**src/rtl/core/ncv_pkg.sv**
```systemverilog
package ncv_pkg;

    // Character codes used by the sentence parser
    localparam logic [7:0] CH_DOLLAR  = 8'h24;
    localparam logic [7:0] CH_STAR    = 8'h2A;
    localparam logic [7:0] CH_LF      = 8'h0A;
    localparam logic [7:0] CH_ZERO    = 8'h30;
    localparam logic [7:0] CH_NINE    = 8'h39;
    localparam logic [7:0] CH_UPPER_A = 8'h41;
    localparam logic [7:0] CH_UPPER_F = 8'h46;
    localparam logic [7:0] HEX_A_VAL  = 8'd10;

    // Room that must remain after the star: star, two digits, line end
    localparam logic [8:0] STAR_ROOM  = 9'd4;
    localparam logic [7:0] POS_MAX    = 8'd255;

    localparam logic [7:0] LIMIT_RESET = 8'd128;

    typedef enum logic [2:0] {
        PH_IDLE = 3'd0,
        PH_BODY = 3'd1,
        PH_HEX1 = 3'd2,
        PH_HEX2 = 3'd3,
        PH_TAIL = 3'd4,
        PH_LATE = 3'd5
    } t_phase;

    typedef enum logic [1:0] {
        ST_MATCH    = 2'd0,
        ST_MISMATCH = 2'd1,
        ST_BAD_HEX  = 2'd2,
        ST_NO_STAR  = 2'd3
    } t_status;

    typedef struct packed {
        t_phase     phase;
        logic [7:0] xor_acc;
        logic [7:0] pos;
        logic [7:0] rx_val;
        logic       hex_err;
        logic       restart;
    } t_state;

    typedef struct packed {
        t_status    status;
        logic [7:0] computed;
        logic [7:0] received;
        logic       unexpected_start;
    } t_result;

    // Decode one upper-case hex digit; invalid digits give zero
    function automatic logic [4:0] hex_nibble(input logic [7:0] c);
        logic [7:0] d;
        d = 8'd0;
        if (c >= CH_ZERO && c <= CH_NINE) begin
            d = c - CH_ZERO;
            return {1'b1, d[3:0]};
        end
        if (c >= CH_UPPER_A && c <= CH_UPPER_F) begin
            d = c - CH_UPPER_A + HEX_A_VAL;
            return {1'b1, d[3:0]};
        end
        return 5'd0;
    endfunction

endpackage

```
**src/rtl/core/nmea_checksum_validator_core.sv**
```systemverilog
// NMEA 0183 checksum checker. Bytes enter on the rx channel at up to one per
// clock; bytes before a '$' are dropped, the rest are XORed up to '*', the two
// hex digits after it are decoded, and each '\n' that closes an open sentence
// yields one result (status, both checksums, restart flag): the newline is
// held in the input register, then the result in the result register. Only
// a newline waiting behind a stalled result blocks the input; other bytes flow
// through the combinational parser step. The user must write the sentence limit
// register via i_cfg_we/i_cfg_data only while idle; the block does not enforce it.
module nmea_checksum_validator_core
    import ncv_pkg::*;
(
    input  logic       i_clk,
    input  logic       i_rst_n,
    input  logic       i_cfg_we,
    input  logic [7:0] i_cfg_data,
    input  logic       i_rx_valid,
    output logic       o_rx_stall,
    input  logic [7:0] i_rx_byte,
    output logic       o_res_valid,
    input  logic       i_res_stall,
    output logic [1:0] o_status,
    output logic [7:0] o_computed_checksum,
    output logic [7:0] o_received_checksum,
    output logic       o_unexpected_start
);

    logic       r_in_valid;
    logic [7:0] r_in_byte;
    logic [7:0] r_limit;
    t_state     r_state;
    t_state     n_state;
    logic       emit;
    logic       out_free;
    logic       fire;
    t_result    step_result;
    t_result    res;

    ncv_step u_step (
        .i_state  (r_state),
        .i_byte   (r_in_byte),
        .i_limit  (r_limit),
        .o_next   (n_state),
        .o_emit   (emit),
        .o_result (step_result)
    );

    ncv_result_reg u_result (
        .i_clk    (i_clk),
        .i_rst_n  (i_rst_n),
        .i_load   (fire && emit),
        .i_result (step_result),
        .i_stall  (i_res_stall),
        .o_free   (out_free),
        .o_valid  (o_res_valid),
        .o_result (res)
    );

    // Advance the parser unless a result has nowhere to go
    assign fire       = r_in_valid && (out_free || !emit);
    assign o_rx_stall = r_in_valid && !fire;

    // Capture incoming request
    always_ff @(posedge i_clk) begin
        if (!i_rst_n) begin
            r_in_valid <= 1'b0;
        end else if (!o_rx_stall) begin
            r_in_valid <= i_rx_valid;
        end
    end

    always_ff @(posedge i_clk) begin
        if (!o_rx_stall && i_rx_valid) begin
            r_in_byte <= i_rx_byte;
        end
    end

    // Update sentence state
    always_ff @(posedge i_clk) begin
        if (!i_rst_n) begin
            r_state <= '{phase: PH_IDLE, xor_acc: 8'd0, pos: 8'd0, rx_val: 8'd0,
                         hex_err: 1'b0, restart: 1'b0};
        end else if (fire) begin
            r_state <= n_state;
        end
    end

    // Hold the sentence limit register
    always_ff @(posedge i_clk) begin
        if (!i_rst_n) begin
            r_limit <= LIMIT_RESET;
        end else if (i_cfg_we) begin
            r_limit <= i_cfg_data;
        end
    end

    assign o_status            = res.status;
    assign o_computed_checksum = res.computed;
    assign o_received_checksum = res.received;
    assign o_unexpected_start  = res.unexpected_start;

endmodule

```
**src/rtl/core/ncv_step.sv**
```systemverilog
module ncv_step
    import ncv_pkg::*;
(
    input  t_state      i_state,
    input  logic [7:0]  i_byte,
    input  logic [7:0]  i_limit,
    output t_state      o_next,
    output logic        o_emit,
    output t_result     o_result
);

    logic [7:0] pos_inc;
    logic [8:0] star_end;
    logic [4:0] nib;

    assign pos_inc  = (i_state.pos < POS_MAX) ? i_state.pos + 8'd1 : i_state.pos;
    assign star_end = {1'b0, pos_inc} + STAR_ROOM;
    assign nib      = hex_nibble(i_byte);

    // Work out the next parser state and any result for this byte
    always_comb begin
        o_next   = i_state;
        o_emit   = 1'b0;
        o_result.computed         = i_state.xor_acc;
        o_result.received         = (i_state.phase == PH_LATE) ? 8'd0 : i_state.rx_val;
        o_result.unexpected_start = i_state.restart;
        priority if (i_state.phase != PH_TAIL) begin
            o_result.status = ST_NO_STAR;
        end else if (i_state.hex_err) begin
            o_result.status = ST_BAD_HEX;
        end else if (i_state.xor_acc == i_state.rx_val) begin
            o_result.status = ST_MATCH;
        end else begin
            o_result.status = ST_MISMATCH;
        end

        priority if (i_byte == CH_DOLLAR) begin
            // open or restart a sentence
            o_next.phase   = PH_BODY;
            o_next.xor_acc = 8'd0;
            o_next.pos     = 8'd0;
            o_next.rx_val  = 8'd0;
            o_next.hex_err = 1'b0;
            o_next.restart = (i_state.phase != PH_IDLE);
        end else if (i_state.phase == PH_IDLE) begin
            // drop bytes outside a sentence
        end else if (i_byte == CH_LF) begin
            o_emit         = 1'b1;
            o_next.phase   = PH_IDLE;
            o_next.restart = 1'b0;
        end else begin
            o_next.pos = pos_inc;
            unique case (i_state.phase)
                PH_BODY: begin
                    if (i_byte == CH_STAR) begin
                        o_next.phase = (star_end <= {1'b0, i_limit}) ? PH_HEX1 : PH_LATE;
                    end else begin
                        o_next.xor_acc = i_state.xor_acc ^ i_byte;
                    end
                end
                PH_HEX1, PH_HEX2: begin
                    o_next.rx_val  = {i_state.rx_val[3:0], nib[3:0]};
                    o_next.hex_err = i_state.hex_err | ~nib[4];
                    o_next.phase   = (i_state.phase == PH_HEX1) ? PH_HEX2 : PH_TAIL;
                end
                default: begin
                    // tail and late phases ignore bytes
                end
            endcase
        end
    end

endmodule

```
**src/rtl/core/ncv_result_reg.sv**
```systemverilog
module ncv_result_reg
    import ncv_pkg::*;
(
    input  logic       i_clk,
    input  logic       i_rst_n,
    input  logic       i_load,
    input  t_result    i_result,
    input  logic       i_stall,
    output logic       o_free,
    output logic       o_valid,
    output t_result    o_result
);

    logic    r_valid;
    t_result r_result;

    assign o_free   = !r_valid || !i_stall;
    assign o_valid  = r_valid;
    assign o_result = r_result;

    // Hold a result until the downstream side takes it
    always_ff @(posedge i_clk) begin
        if (!i_rst_n) begin
            r_valid <= 1'b0;
        end else if (o_free) begin
            r_valid <= i_load;
        end
    end

    always_ff @(posedge i_clk) begin
        if (o_free && i_load) begin
            r_result <= i_result;
        end
    end

endmodule

```
**config.mk**
```make
export PLATFORM = sky130hd
export DESIGN_NAME = nmea_checksum_validator_core
export DESIGN_NICKNAME = d
export VERILOG_FILES = /design/src/rtl/core/ncv_pkg.sv /design/src/rtl/core/nmea_checksum_validator_core.sv /design/src/rtl/core/ncv_step.sv /design/src/rtl/core/ncv_result_reg.sv
export SDC_FILE = /design/constraint.sdc
export NUM_CORES = 1
export LEC_CHECK = 0
export ABC_CLOCK_PERIOD_IN_PS = 6160
export BUFFER_PORTS_ARGS = -buffer_cell sky130_fd_sc_hd__buf_2
export CORE_ASPECT_RATIO = 1.75
export CORE_MARGIN = 2
export CORE_UTILIZATION = 60
export DETAILED_ROUTE_END_ITERATION = 10
export PLACE_DENSITY = 0.82
export REMOVE_ABC_BUFFERS = 1
export SLEW_MARGIN = 20
export SYNTH_ARGS = -nofsm -noshare
export SYNTH_HDL_FRONTEND = slang
export SYNTH_SLANG_ARGS = --single-unit
```
**constraint.sdc**
```tcl
create_clock -name i_clk -period 6.16 [get_ports i_clk]
set_clock_uncertainty 0.15 [all_clocks]
set_input_delay 0.308 -clock i_clk [delete_from_list [all_inputs] [get_ports i_clk]]
set_output_delay 0.308 -clock i_clk [all_outputs]
set_load 0.01 [all_outputs]
```
==> reports/metrics.cfg <==
[outcome]
status=finished clean

[clock_network]
cts_sinks=66
ctsResizeCount=0
postCtsHoldBufs=8
clk_pin_slew_ps=70
ctsRootBufferMaster=clkbuf_8
htree_levels=3
worstSkewPairLatency_ps=360
cts_tree=yes
cts_buffer_depth=2
post_cts.repair.setup_buffers=0
cts_buffers=9

[detailed_routing]
drc=0
first_iter_violations=115
vias=2643
antenna_left=0
avgRoutedWirePerCell_um=15.3
via_per_inst=5.73
drt-total-wl_um=7060
detail_route.first_pass.iterations=4

[global_route]
grt_max_degree=27
overflow=0
grt_pass1_wl_um=11400
grt_pass1_vias=2506
track_usage=0.255
antenna_found_initial=0

[placed_design]
portBuffers=41
dp.cells=437
dpl.hpwl_um=5300
gp_congestion=0.943

[critical_path]
path_cells=ha_1, nand4_4, and4_1, xnor2_1, ha_1, nand3_1, xnor2_1, ha_1, a211oi_1, o211ai_1, o21ai_0, o21ai_0, a32o_1
end_kind=flip-flop
path_common_cell=ha_1
cp.required_ps=6260
critPathArrivalTime_ps=3770
path_buf_inv=0
worstSetupPathType=flip-flop to flip-flop
cp_top_family=compound AO/OA/AOI/OAI gates
critPathMaxFanout=12
cpMaxStageDelayCell=dfxtp_1
start_kind=flip-flop
cpPeakStageDelay_ps=500

[final_layout]
stdcell_count=461
layout-drive-gt1-share=0.184
n_antenna_cell=0
fillCellCount=436
utilization=0.705
final_nets=415
syn_to_final_growth_pct=15.0

[yosys]
yosysTopAreaCell=edfxtp_1
synth_top_cell_area_share=0.241
ys_ff_latch=66
synth_edf_count=27
yosysUniqueCellTypes=59
synth_area_mm2=0.00337
yosys_warnings=0
synth_cells=337
yosysSeqAreaShare=0.473
ys.flop_type=dfxtp_1
yosysMostFrequentCell=dfxtp_1
synth.cells.most_frequent=dfxtp_1, nor2_1, nand2_1
synth_area_leaders=edfxtp_1, dfxtp_1, ha_1
synthArstFlopShare=0
avgSynthCellArea_um2=9.99

[sta]
drv_slew=0
finalHoldViolations=0
rsz0062_at_grt=no
period_minus_slack_ps=3670
fin_hold_ws_ps=26.9
max-slew-margin-rel=0.458
setup_viol=0
tightest_slew_ps=808
max_freq_mhz=273
timing.final.crit_share=0.595
fin_setup_tns_ps=0

[hold_path]
holdCritPathClass=input port to flip-flop

[pwr]
power_density_mw_per_mm2=233
fin_total_pwr_uw=904
peakVddDrop_mv=0.275
p_leak_uw=0.00156

[die]
die_area_mm2=0.00625
die_w_um=60.6
start_util=0.613
core_mm2=0.00550
io_pins=42
die_h_um=103
rows=36

[flow_run]
cap_violations=0

## cell families (layout without fill, tap and decap cells)
kind of cell	Yosys count	after routing	share of synthesized area
multiplexers	12	12	0.0364
flip-flops	66	66	0.473
AND/OR/NAND/NOR	126	126	0.205
XOR/XNOR	22	22	0.0572
adder cells (fa/ha/maj)	14	14	0.0520
AO/OA/AOI/OAI	63	63	0.130
buffers and inverters	34	82	0.0464
## final timing paths
kind | from | to | slack, ps | cells after the start
max | r_state[10] | r_state[26] | 2490 | 13
min | i_rx_valid | r_in_valid | 30 | 3
max reg2reg | r_state[10] | r_state[26] | 2490 | 13
min reg2reg | r_state[0] | u_result.o_result[0] | 280 | 0
## metal layers
layer	part of all wire	up-vias	global-route usage
li1	-	1296	-
met1	0.36	1235	0.246
met2	0.56	81	0.451
met3	0.038	31	0.0765
met4	0.048	0	0.162
met5	0	-	0
## report_power, final
| group | switching [uW] | total, uW | leakage [uW] | internal, uW |
|---|---|---|---|---|
| clock network | 163 | 388 | 0.000104 | 225 |
| logic | 24.7 | 46.4 | 0.000879 | 21.7 |
| registers | 9.53 | 470 | 0.000573 | 461 |
| total | 197 | 904 | 0.00156 | 707 |
## state kept, by name, indices dropped and copies added (netlist names)
register / cells
r_in_valid: 1
r_limit: 8
r_state: 29
u_result.o_result: 19
r_in_byte: 8
u_result.o_valid: 1
## tightest hold or removal path: cells and delay by family
kind,cells,cell delay [ps]
simple gates,2,110
buf+inv,1,80
## cell usage in the layout (no fill, tap or decap), types with 6 or more instances in the layout
master | Yosys | routed
xor2_1 | 18 | 18
a21oi_1 | 19 | 19
edfxtp_1 | 27 | 27
and2_1 | 8 | 8
inv_1 | 15 | 15
ha_1 | 14 | 14
clkbuf_8 | 0 | 9
dfxtp_1 | 39 | 39
buf_2 | 7 | 41
nand3_1 | 12 | 12
dlygate4sd3_1 | 0 | 8
o21ai_0 | 10 | 10
mux2i_1 | 10 | 10
nand2_1 | 30 | 30
nor2_1 | 35 | 35
a31oi_1 | 6 | 6
## area by class of cell
class	count	area (um2)	area share
clock buffers	10	128	0.0329
inverters	16	60.1	0.0155
flip-flops and latches	66	1590	0.411
clock inverters	6	81.3	0.0210
multi-input cells	237	1630	0.420
repair buffers	50	293	0.0756
well taps	76	95.1	0.0245
## metrics by stage
step,area (um2),setup slack (ps)
after floorplan,3270,2870
after global placement,3580,2690
after detailed placement,3580,2550
after CTS,3870,2530
after global routing,3870,2210
final,3870,2490
No activity file was read; power rests on OpenSTA's default activity.
